## config.mk

```make
export PLATFORM = sky130hd
export DESIGN_NAME = prefix_varint_encoder
export DESIGN_NICKNAME = d
export VERILOG_FILES = /design/src/hw/rtl/pvenc_pkg.sv /design/src/hw/rtl/pvenc_front.sv /design/src/hw/rtl/pvenc_queue.sv /design/src/hw/rtl/pvenc_back.sv /design/src/hw/rtl/prefix_varint_encoder.sv
export SDC_FILE = /design/constraint.sdc
export NUM_CORES = 1
export LEC_CHECK = 0
export BUFFER_PORTS_ARGS = -buffer_cell sky130_fd_sc_hd__buf_2
export CAP_MARGIN = 0
export CORE_MARGIN = 1
export CORE_UTILIZATION = 40
export CTS_BUF_LIST = sky130_fd_sc_hd__clkbuf_4 sky130_fd_sc_hd__clkbuf_8
export CTS_CLUSTER_SIZE = 40
export DETAILED_ROUTE_END_ITERATION = 12
export SLEW_MARGIN = 40
export SYNTH_ARGS = -nofsm -noshare
export SYNTH_HDL_FRONTEND = slang
export SYNTH_SLANG_ARGS = --single-unit
export TNS_END_PERCENT = 1
```

## constraint.sdc

```tcl
create_clock -name i_clk -period 6.5 [get_ports i_clk]
set_input_delay 1.3 -clock i_clk [delete_from_list [all_inputs] [get_ports i_clk]]
set_output_delay 1.3 -clock i_clk [all_outputs]
set_load 0.02 [all_outputs]
```

## src/hw/rtl/pvenc_pkg.sv

```systemverilog
// shared types and constants of the prefix varint encoder
package pvenc_pkg;

    localparam int unsigned MAX_BYTES = 10;
    localparam int unsigned CNT_W     = 4;

    // register indexes of the configuration port
    localparam logic [1:0] CFG_NULL_TAG     = 2'd0;
    localparam logic [1:0] CFG_SIGNED_TAG   = 2'd1;
    localparam logic [1:0] CFG_UNSIGNED_TAG = 2'd2;

    // request type codes
    localparam logic [1:0] REQ_RAW_UNSIGNED    = 2'd0;
    localparam logic [1:0] REQ_RAW_SIGNED      = 2'd1;
    localparam logic [1:0] REQ_TAGGED_UNSIGNED = 2'd2;
    localparam logic [1:0] REQ_TAGGED_SIGNED   = 2'd3;

    // marker bytes of the long forms
    localparam logic [7:0] MARK_NARROW = 8'hF0;
    localparam logic [7:0] MARK_WIDE   = 8'hF4;

    // one classified request: encoded bytes left-aligned, first byte at the top
    typedef struct packed {
        logic [MAX_BYTES*8-1:0] enc;
        logic [CNT_W-1:0]       cnt;
    } t_job;

endpackage

```

## src/hw/rtl/pvenc_front.sv

```systemverilog
// front end: tag registers, request accept and classification into byte strings
module pvenc_front (
    input  logic                 i_clk,
    input  logic                 i_rst_n,
    input  logic                 i_cfg_we,
    input  logic [1:0]           i_cfg_idx,
    input  logic [7:0]           i_cfg_data,
    input  logic                 i_valid,
    output logic                 o_ready,
    input  logic [1:0]           i_req_type,
    input  logic                 i_wide,
    input  logic [63:0]          i_value,
    input  logic                 i_q_full,
    output logic                 o_push,
    output pvenc_pkg::t_job      o_job
);
    import pvenc_pkg::*;

    localparam logic [2:0] LEN_1    = 3'd1;
    localparam logic [2:0] LEN_2    = 3'd2;
    localparam logic [2:0] LEN_3    = 3'd3;
    localparam logic [2:0] LEN_4    = 3'd4;
    localparam logic [2:0] LEN_LONG = 3'd0;

    logic [7:0]  r_null_tag;
    logic [7:0]  r_signed_tag;
    logic [7:0]  r_unsigned_tag;

    logic        w_signed;
    logic        w_tagged;
    logic [63:0] w_u;
    logic        w_fit7, w_fit14, w_fit21, w_fit28;
    logic [2:0]  w_len;
    logic [71:0] w_vbytes;
    logic [3:0]  w_vcnt;
    logic [7:0]  w_tag;

    always_ff @(posedge i_clk) begin
        if (!i_rst_n) begin
            r_null_tag     <= 8'd0;
            r_signed_tag   <= 8'd0;
            r_unsigned_tag <= 8'd0;
        end else if (i_cfg_we) begin
            case (i_cfg_idx)
                CFG_NULL_TAG:     r_null_tag     <= i_cfg_data;
                CFG_SIGNED_TAG:   r_signed_tag   <= i_cfg_data;
                CFG_UNSIGNED_TAG: r_unsigned_tag <= i_cfg_data;
                default: ;
            endcase
        end
    end

    always_comb begin
        unique case (i_req_type)
            REQ_RAW_UNSIGNED:    begin w_signed = 1'b0; w_tagged = 1'b0; end
            REQ_RAW_SIGNED:      begin w_signed = 1'b1; w_tagged = 1'b0; end
            REQ_TAGGED_UNSIGNED: begin w_signed = 1'b0; w_tagged = 1'b1; end
            REQ_TAGGED_SIGNED:   begin w_signed = 1'b1; w_tagged = 1'b1; end
            default:             begin w_signed = 1'b0; w_tagged = 1'b0; end
        endcase
    end

    // narrow operands are zero- or sign-extended from bit 31
    assign w_u = i_wide ? i_value
                        : {{32{w_signed & i_value[31]}}, i_value[31:0]};

    // signed fit: all bits from the sign position up are equal
    always_comb begin
        if (w_signed) begin
            w_fit7  = (&w_u[63:6])  | ~(|w_u[63:6]);
            w_fit14 = (&w_u[63:13]) | ~(|w_u[63:13]);
            w_fit21 = (&w_u[63:20]) | ~(|w_u[63:20]);
            w_fit28 = (&w_u[63:27]) | ~(|w_u[63:27]);
        end else begin
            w_fit7  = ~(|w_u[63:7]);
            w_fit14 = ~(|w_u[63:14]);
            w_fit21 = ~(|w_u[63:21]);
            w_fit28 = ~(|w_u[63:28]);
        end
    end

    always_comb begin
        if (w_fit7)       w_len = LEN_1;
        else if (w_fit14) w_len = LEN_2;
        else if (w_fit21) w_len = LEN_3;
        else if (w_fit28) w_len = LEN_4;
        else              w_len = LEN_LONG;
    end

    always_comb begin
        unique case (w_len)
            LEN_1: begin
                w_vbytes = {1'b0, w_u[6:0], 64'd0};
                w_vcnt   = 4'd1;
            end
            LEN_2: begin
                w_vbytes = {2'b10, w_u[13:0], 56'd0};
                w_vcnt   = 4'd2;
            end
            LEN_3: begin
                w_vbytes = {3'b110, w_u[20:0], 48'd0};
                w_vcnt   = 4'd3;
            end
            LEN_4: begin
                w_vbytes = {4'b1110, w_u[27:0], 40'd0};
                w_vcnt   = 4'd4;
            end
            default: begin
                if (i_wide) begin
                    w_vbytes = {MARK_WIDE, w_u};
                    w_vcnt   = 4'd9;
                end else begin
                    w_vbytes = {MARK_NARROW, w_u[31:0], 32'd0};
                    w_vcnt   = 4'd5;
                end
            end
        endcase
    end

    assign w_tag = w_signed ? r_signed_tag : r_unsigned_tag;

    always_comb begin
        if (!w_tagged) begin
            o_job.enc = {w_vbytes, 8'd0};
            o_job.cnt = w_vcnt;
        end else if (w_u == 64'd0) begin
            o_job.enc = {r_null_tag, 72'd0};
            o_job.cnt = 4'd1;
        end else begin
            o_job.enc = {w_tag, w_vbytes};
            o_job.cnt = w_vcnt + 4'd1;
        end
    end

    assign o_ready = ~i_q_full;
    assign o_push  = i_valid & ~i_q_full;

endmodule

```

## src/hw/rtl/pvenc_queue.sv

```systemverilog
// short queue of classified requests between front and back end
module pvenc_queue #(
    parameter int unsigned DEPTH = 2
) (
    input  logic            i_clk,
    input  logic            i_rst_n,
    input  logic            i_push,
    input  pvenc_pkg::t_job i_job,
    output logic            o_full,
    input  logic            i_pop,
    output logic            o_valid,
    output pvenc_pkg::t_job o_job
);
    import pvenc_pkg::*;

    localparam int unsigned AW = (DEPTH > 1) ? $clog2(DEPTH) : 1;
    localparam int unsigned CW = $clog2(DEPTH + 1);
    localparam logic [AW-1:0] PTR_LAST = AW'(DEPTH - 1);
    localparam logic [CW-1:0] CNT_FULL = CW'(DEPTH);

    t_job          r_mem [DEPTH];
    logic [AW-1:0] r_wr;
    logic [AW-1:0] r_rd;
    logic [CW-1:0] r_count;

    assign o_full  = (r_count == CNT_FULL);
    assign o_valid = (r_count != '0);
    assign o_job   = r_mem[r_rd];

    always_ff @(posedge i_clk) begin
        if (i_push) begin
            r_mem[r_wr] <= i_job;
        end
    end

    always_ff @(posedge i_clk) begin
        if (!i_rst_n) begin
            r_wr    <= '0;
            r_rd    <= '0;
            r_count <= '0;
        end else begin
            if (i_push) begin
                r_wr <= (r_wr == PTR_LAST) ? '0 : r_wr + 1'b1;
            end
            if (i_pop) begin
                r_rd <= (r_rd == PTR_LAST) ? '0 : r_rd + 1'b1;
            end
            if (i_push && !i_pop) begin
                r_count <= r_count + 1'b1;
            end else if (!i_push && i_pop) begin
                r_count <= r_count - 1'b1;
            end
        end
    end

endmodule

```

## src/hw/rtl/pvenc_back.sv

```systemverilog
// back end: shifts the current byte string out through the output register
module pvenc_back (
    input  logic            i_clk,
    input  logic            i_rst_n,
    input  logic            i_q_valid,
    input  pvenc_pkg::t_job i_job,
    output logic            o_pop,
    output logic            o_valid,
    input  logic            i_ready,
    output logic [7:0]      o_out_byte,
    output logic            o_last
);
    import pvenc_pkg::*;

    localparam int unsigned BW = MAX_BYTES * 8;

    logic [BW-1:0]    r_buf;
    logic [CNT_W-1:0] r_cnt;
    logic             r_valid;
    logic [7:0]       r_byte;
    logic             r_last;

    logic             w_move;
    logic             w_load;

    // a byte moves when the output register is free or being drained
    assign w_move = (r_cnt != '0) && (!r_valid || i_ready);
    // next string is loaded as the last byte of the current one leaves
    assign w_load = i_q_valid && ((r_cnt == '0) || ((r_cnt == CNT_W'(1)) && w_move));
    assign o_pop  = w_load;

    always_ff @(posedge i_clk) begin
        if (w_load) begin
            r_buf <= i_job.enc;
        end else if (w_move) begin
            r_buf <= {r_buf[BW-9:0], 8'd0};
        end
        if (w_move) begin
            r_byte <= r_buf[BW-1:BW-8];
            r_last <= (r_cnt == CNT_W'(1));
        end
    end

    always_ff @(posedge i_clk) begin
        if (!i_rst_n) begin
            r_cnt   <= '0;
            r_valid <= 1'b0;
        end else begin
            if (w_load) begin
                r_cnt <= i_job.cnt;
            end else if (w_move) begin
                r_cnt <= r_cnt - 1'b1;
            end
            if (w_move) begin
                r_valid <= 1'b1;
            end else if (i_ready) begin
                r_valid <= 1'b0;
            end
        end
    end

    assign o_valid    = r_valid;
    assign o_out_byte = r_byte;
    assign o_last     = r_last;

endmodule

```

## src/hw/rtl/prefix_varint_encoder.sv

```systemverilog
// top level of the prefix-length varint encoder
// usage:
//   requests enter on i_valid/o_ready with i_req_type, i_wide and i_value;
//   encoded bytes leave on o_valid/i_ready as o_out_byte, o_last marking
//   the final byte of each request (1 to 10 bytes per request)
//   tag bytes are written through i_cfg_we/i_cfg_idx/i_cfg_data while idle
// timing:
//   the front end classifies a request in the cycle it is accepted and
//   stores the whole byte string in a queue of QUEUE_DEPTH entries
//   the first byte appears once the string has passed through the queue
//   and the back-end buffer into the output register; the back end sends
//   one byte per cycle while i_ready is high; strings follow each other without gaps
//   a new request is taken every cycle while the queue has room
// reset:
//   synchronous, active low; empties queue and output, clears tags to zero
// stalls:
//   with i_ready low the output byte holds, the back end and then the
//   queue fill, and o_ready falls once the queue is full
module prefix_varint_encoder #(
    parameter int unsigned QUEUE_DEPTH = 2
) (
    input  logic        i_clk,
    input  logic        i_rst_n,
    input  logic        i_cfg_we,
    input  logic [1:0]  i_cfg_idx,
    input  logic [7:0]  i_cfg_data,
    input  logic        i_valid,
    output logic        o_ready,
    input  logic [1:0]  i_req_type,
    input  logic        i_wide,
    input  logic [63:0] i_value,
    output logic        o_valid,
    input  logic        i_ready,
    output logic [7:0]  o_out_byte,
    output logic        o_last
);
    import pvenc_pkg::*;

    logic w_push;
    logic w_full;
    logic w_pop;
    logic w_q_valid;
    t_job w_in_job;
    t_job w_out_job;

    pvenc_front u_front (
        .i_clk      (i_clk),
        .i_rst_n    (i_rst_n),
        .i_cfg_we   (i_cfg_we),
        .i_cfg_idx  (i_cfg_idx),
        .i_cfg_data (i_cfg_data),
        .i_valid    (i_valid),
        .o_ready    (o_ready),
        .i_req_type (i_req_type),
        .i_wide     (i_wide),
        .i_value    (i_value),
        .i_q_full   (w_full),
        .o_push     (w_push),
        .o_job      (w_in_job)
    );

    pvenc_queue #(
        .DEPTH (QUEUE_DEPTH)
    ) u_queue (
        .i_clk   (i_clk),
        .i_rst_n (i_rst_n),
        .i_push  (w_push),
        .i_job   (w_in_job),
        .o_full  (w_full),
        .i_pop   (w_pop),
        .o_valid (w_q_valid),
        .o_job   (w_out_job)
    );

    pvenc_back u_back (
        .i_clk      (i_clk),
        .i_rst_n    (i_rst_n),
        .i_q_valid  (w_q_valid),
        .i_job      (w_out_job),
        .o_pop      (w_pop),
        .o_valid    (o_valid),
        .i_ready    (i_ready),
        .o_out_byte (o_out_byte),
        .o_last     (o_last)
    );

endmodule
```

==> flow_summary_export.csv <==
group,metric,value,unit
worst_setup_path,path_max_fanout,28,
clock_tree,ctsResizeCount,0,
floorplan,ioPinCount,93,
timing,finalSetupTns,0,ns
timing,finalHoldViolations,0,
yosys,synth-seq-area-share,0.637,
floorplan,die_y,184,um
worst_setup_path,cp.required,6.83,ns
yosys,yosysTopAreaCellShare,0.585,
yosys,synth_area_leaders,"edfxtp_1, mux2i_1, dfxtp_1",
floorplan,fp-row-count,66,
timing,timing.fmax,0.245,GHz
yosys,synth_area_leader_cell,"edfxtp_1",
final_layout,final_layout_size_suffix_gt1_frac,0.190,
yosys,synth_area,0.0132,mm^2
clock_tree,cts_buffers,47,
power,power_density,408,mW/mm^2
route,drt_iter0_drc,778,
power,vdd_drop_max,0.332,mV
timing,grt_setup_unrepaired,"no",
clock_tree,clk_latency,0.57,ns
grt,grt_pass1_vias,8456,
grt,antenna_found_initial,0,
clock_tree,clock-root-buffer,"clkbuf_8",
yosys,synth_nets,1107,
worst_setup_path,critPathCaptureType,"flip-flop",
worst_setup_path,startpoint_type,"primary input",
power,power_leakage,5.57,nW
final_layout,nNetsFinal,1187,
final_layout,n_antenna_cell,0,
route,detail_route.wl_per_cell,22.6,um
yosys,synth_edf_count,257,
worst_setup_path,worstSetupPathType,"primary input to flip-flop",
yosys,ys_ff_latch,291,
yosys,avgSynthCellArea,12.9,um^2
timing,report.final.slew_viol_count,0,
route,vias_per_cell,5.60,
clock_tree,htreeDepth,2,
route,drtAntennaViolNets,0,
grt,grt_pass1_wl,53300,um
place,hpwlAfterDp,23900,um
place,gp_congestion,0.929,
floorplan,coreArea,0.0325,mm^2
run_status,status,"completed",
route,drc_errors,0,
timing,relSlewSlack,0.470,
place,placed_cell_area,0.0141,mm^2
yosys,ys_warn_count,0,
yosys,yosys-top-cells-count,"edfxtp_1, mux2i_1, nand2_1",
grt,grt_max_degree,57,
floorplan,start_util,0.406,
timing,finalCritPeriodShare,0.629,
hold_path,min_path_type,"flip-flop to flip-flop",
clock_tree,cts_setup_buffers,0,
yosys,synth_most_common_cell,"edfxtp_1",
yosys,synthFlopType,"edfxtp_1",
timing,fin_crit,4.09,ns
clock_tree,cts_tree,"yes",
yosys,synthArstFlopShare,0,
route,dr.pass1.iters,7,
route,vias,8815,
grt,grt-ovfl-total,0,
worst_setup_path,cp_data_arrival_time,4.42,ns
clock_tree,clockBufferDepth,3,
flow_run,drv_cap,0,
final_layout,finish.instance_area,0.0150,mm^2
timing,setup_viol,0,
floorplan,die_area,0.0337,mm^2
yosys,synthDistinctLibCells,67,
clock_tree,ctsHoldBuffers,0,
timing,finClkSkew,0.0174,ns
clock_tree,cts.sinks,291,
yosys,netlist_instances,1021,
timing,worst_pin_slew,0.795,ns
clock_tree,path_clk_slew,0.06,ns
grt,track_usage,0.213,
route,drt-total-wl,35700,um
final_layout,area_growth,14.0,%
place,port_buffers,92,
floorplan,die_x,184,um
==> layout by cell type (no fill, tap or decap), types with 12 or more instances in the layout <==
| cell | synthesis | layout |
|---|---|---|
| o21ai_0 | 84 | 84 |
| buf_2 | 2 | 92 |
| a221oi_1 | 15 | 15 |
| clkbuf_4 | 0 | 21 |
| a22o_1 | 37 | 37 |
| edfxtp_1 | 257 | 257 |
| a21oi_1 | 20 | 20 |
| mux2i_1 | 152 | 152 |
| nand2_1 | 101 | 100 |
| dfxtp_1 | 34 | 33 |
| buf_4 | 0 | 12 |
| nor2_1 | 77 | 74 |
| clkbuf_8 | 0 | 51 |
==> stage by stage <==
stage / cells / setup WS (ns) / util / hold slack (ns) / power, mW
floorplan: 1021 / 1.08 / - / 0.400 / 4.06
detailed placement: 1493 / 1.94 / 0.433 / 0.405 / 4.61
finish: 1575 / 2.41 / 0.463 / 0.416 / 6.13
global placement: 1490 / 1.68 / 0.431 / 0.405 / 4.56
CTS: 1574 / 2.56 / 0.462 / 0.418 / 6.19
global route: 1575 / 2.31 / 0.463 / 0.440 / 6.47
==> registers in the layout, summed over array words and instances, names as in the netlist, named ones only <==
register and count:
u_back.r_buf 80, u_front.r_null_tag 8, u_queue.r_count 2, u_back.o_last 1, u_front.r_unsigned_tag 8, u_queue.r_wr 1, u_queue.r_mem 168, u_front.r_signed_tag 8
u_back.o_valid 1, u_back.r_cnt 4, u_queue.r_rd 1, u_back.o_out_byte 8
==> layout make-up <==
class	instances	area (um^2)
fill	2926	17400
sequential	291	8400
timing repair buffer	107	626
clock buffer	72	860
multi-input combinational	644	4470
clock inverter	9	73.8
tap	442	553
inverter	10	41.3
==> path summary, 6_finish.rpt <==
check | start | cells after the start | end | slack, ns
worst min-delay path | u_back.r_buf[78]$_DFFE_PP_ | 0 | u_back.o_out_byte[6]$_DFFE_PP_ | 0.42
worst max-delay path | i_wide | 9 | u_queue.r_mem[1][66]$_DFFE_PP_ | 2.41
worst max register to register | u_back.r_cnt[0]$_SDFFE_PN0P_ | 7 | u_back.r_buf[45]$_DFFE_PP_ | 3.59
worst min register to register | u_back.r_buf[78]$_DFFE_PP_ | 0 | u_back.o_out_byte[6]$_DFFE_PP_ | 0.42
==> layer usage <==
layer  GRT usage  vias up  part of all wire
met3      0.0347       61             0.057
met2       0.325      337              0.45
met1       0.307     4339              0.47
li1            -     4078                 -
met5           0        -                 0
met4      0.0740        0             0.025
==> worst max-delay path, stage by stage <==
cell      delay, ns
buf_2          0.37
buf_4          0.43
nand2b_1       0.23
nor2_1         0.09
o21ai_0        0.38
nand2_1        0.24
nor2_2         0.67
a221oi_1       0.28
o22ai_1        0.40
==> report_power, final <==
group / switching (mW) / leakage [nW] / internal, mW
Sequential: 0.191 / 2.77 / 2.81
Clock: 0.693 / 0.503 / 0.880
Combinational: 1.08 / 2.30 / 0.479
==> cells by family (layout without fill, tap and decap cells) <==
group	after synthesis	count (layout)	synth area share
XOR/XNOR	6	6	0.00399
AO/OA/AOI/OAI	218	218	0.115
flip-flops	291	291	0.637
multiplexers	154	154	0.117
adder cells (fa/ha/maj)	4	4	0.00380
AND/OR/NAND/NOR	262	262	0.0954
buffers and inverters	86	198	0.0276
No activity file was read; power rests on OpenSTA's default activity.
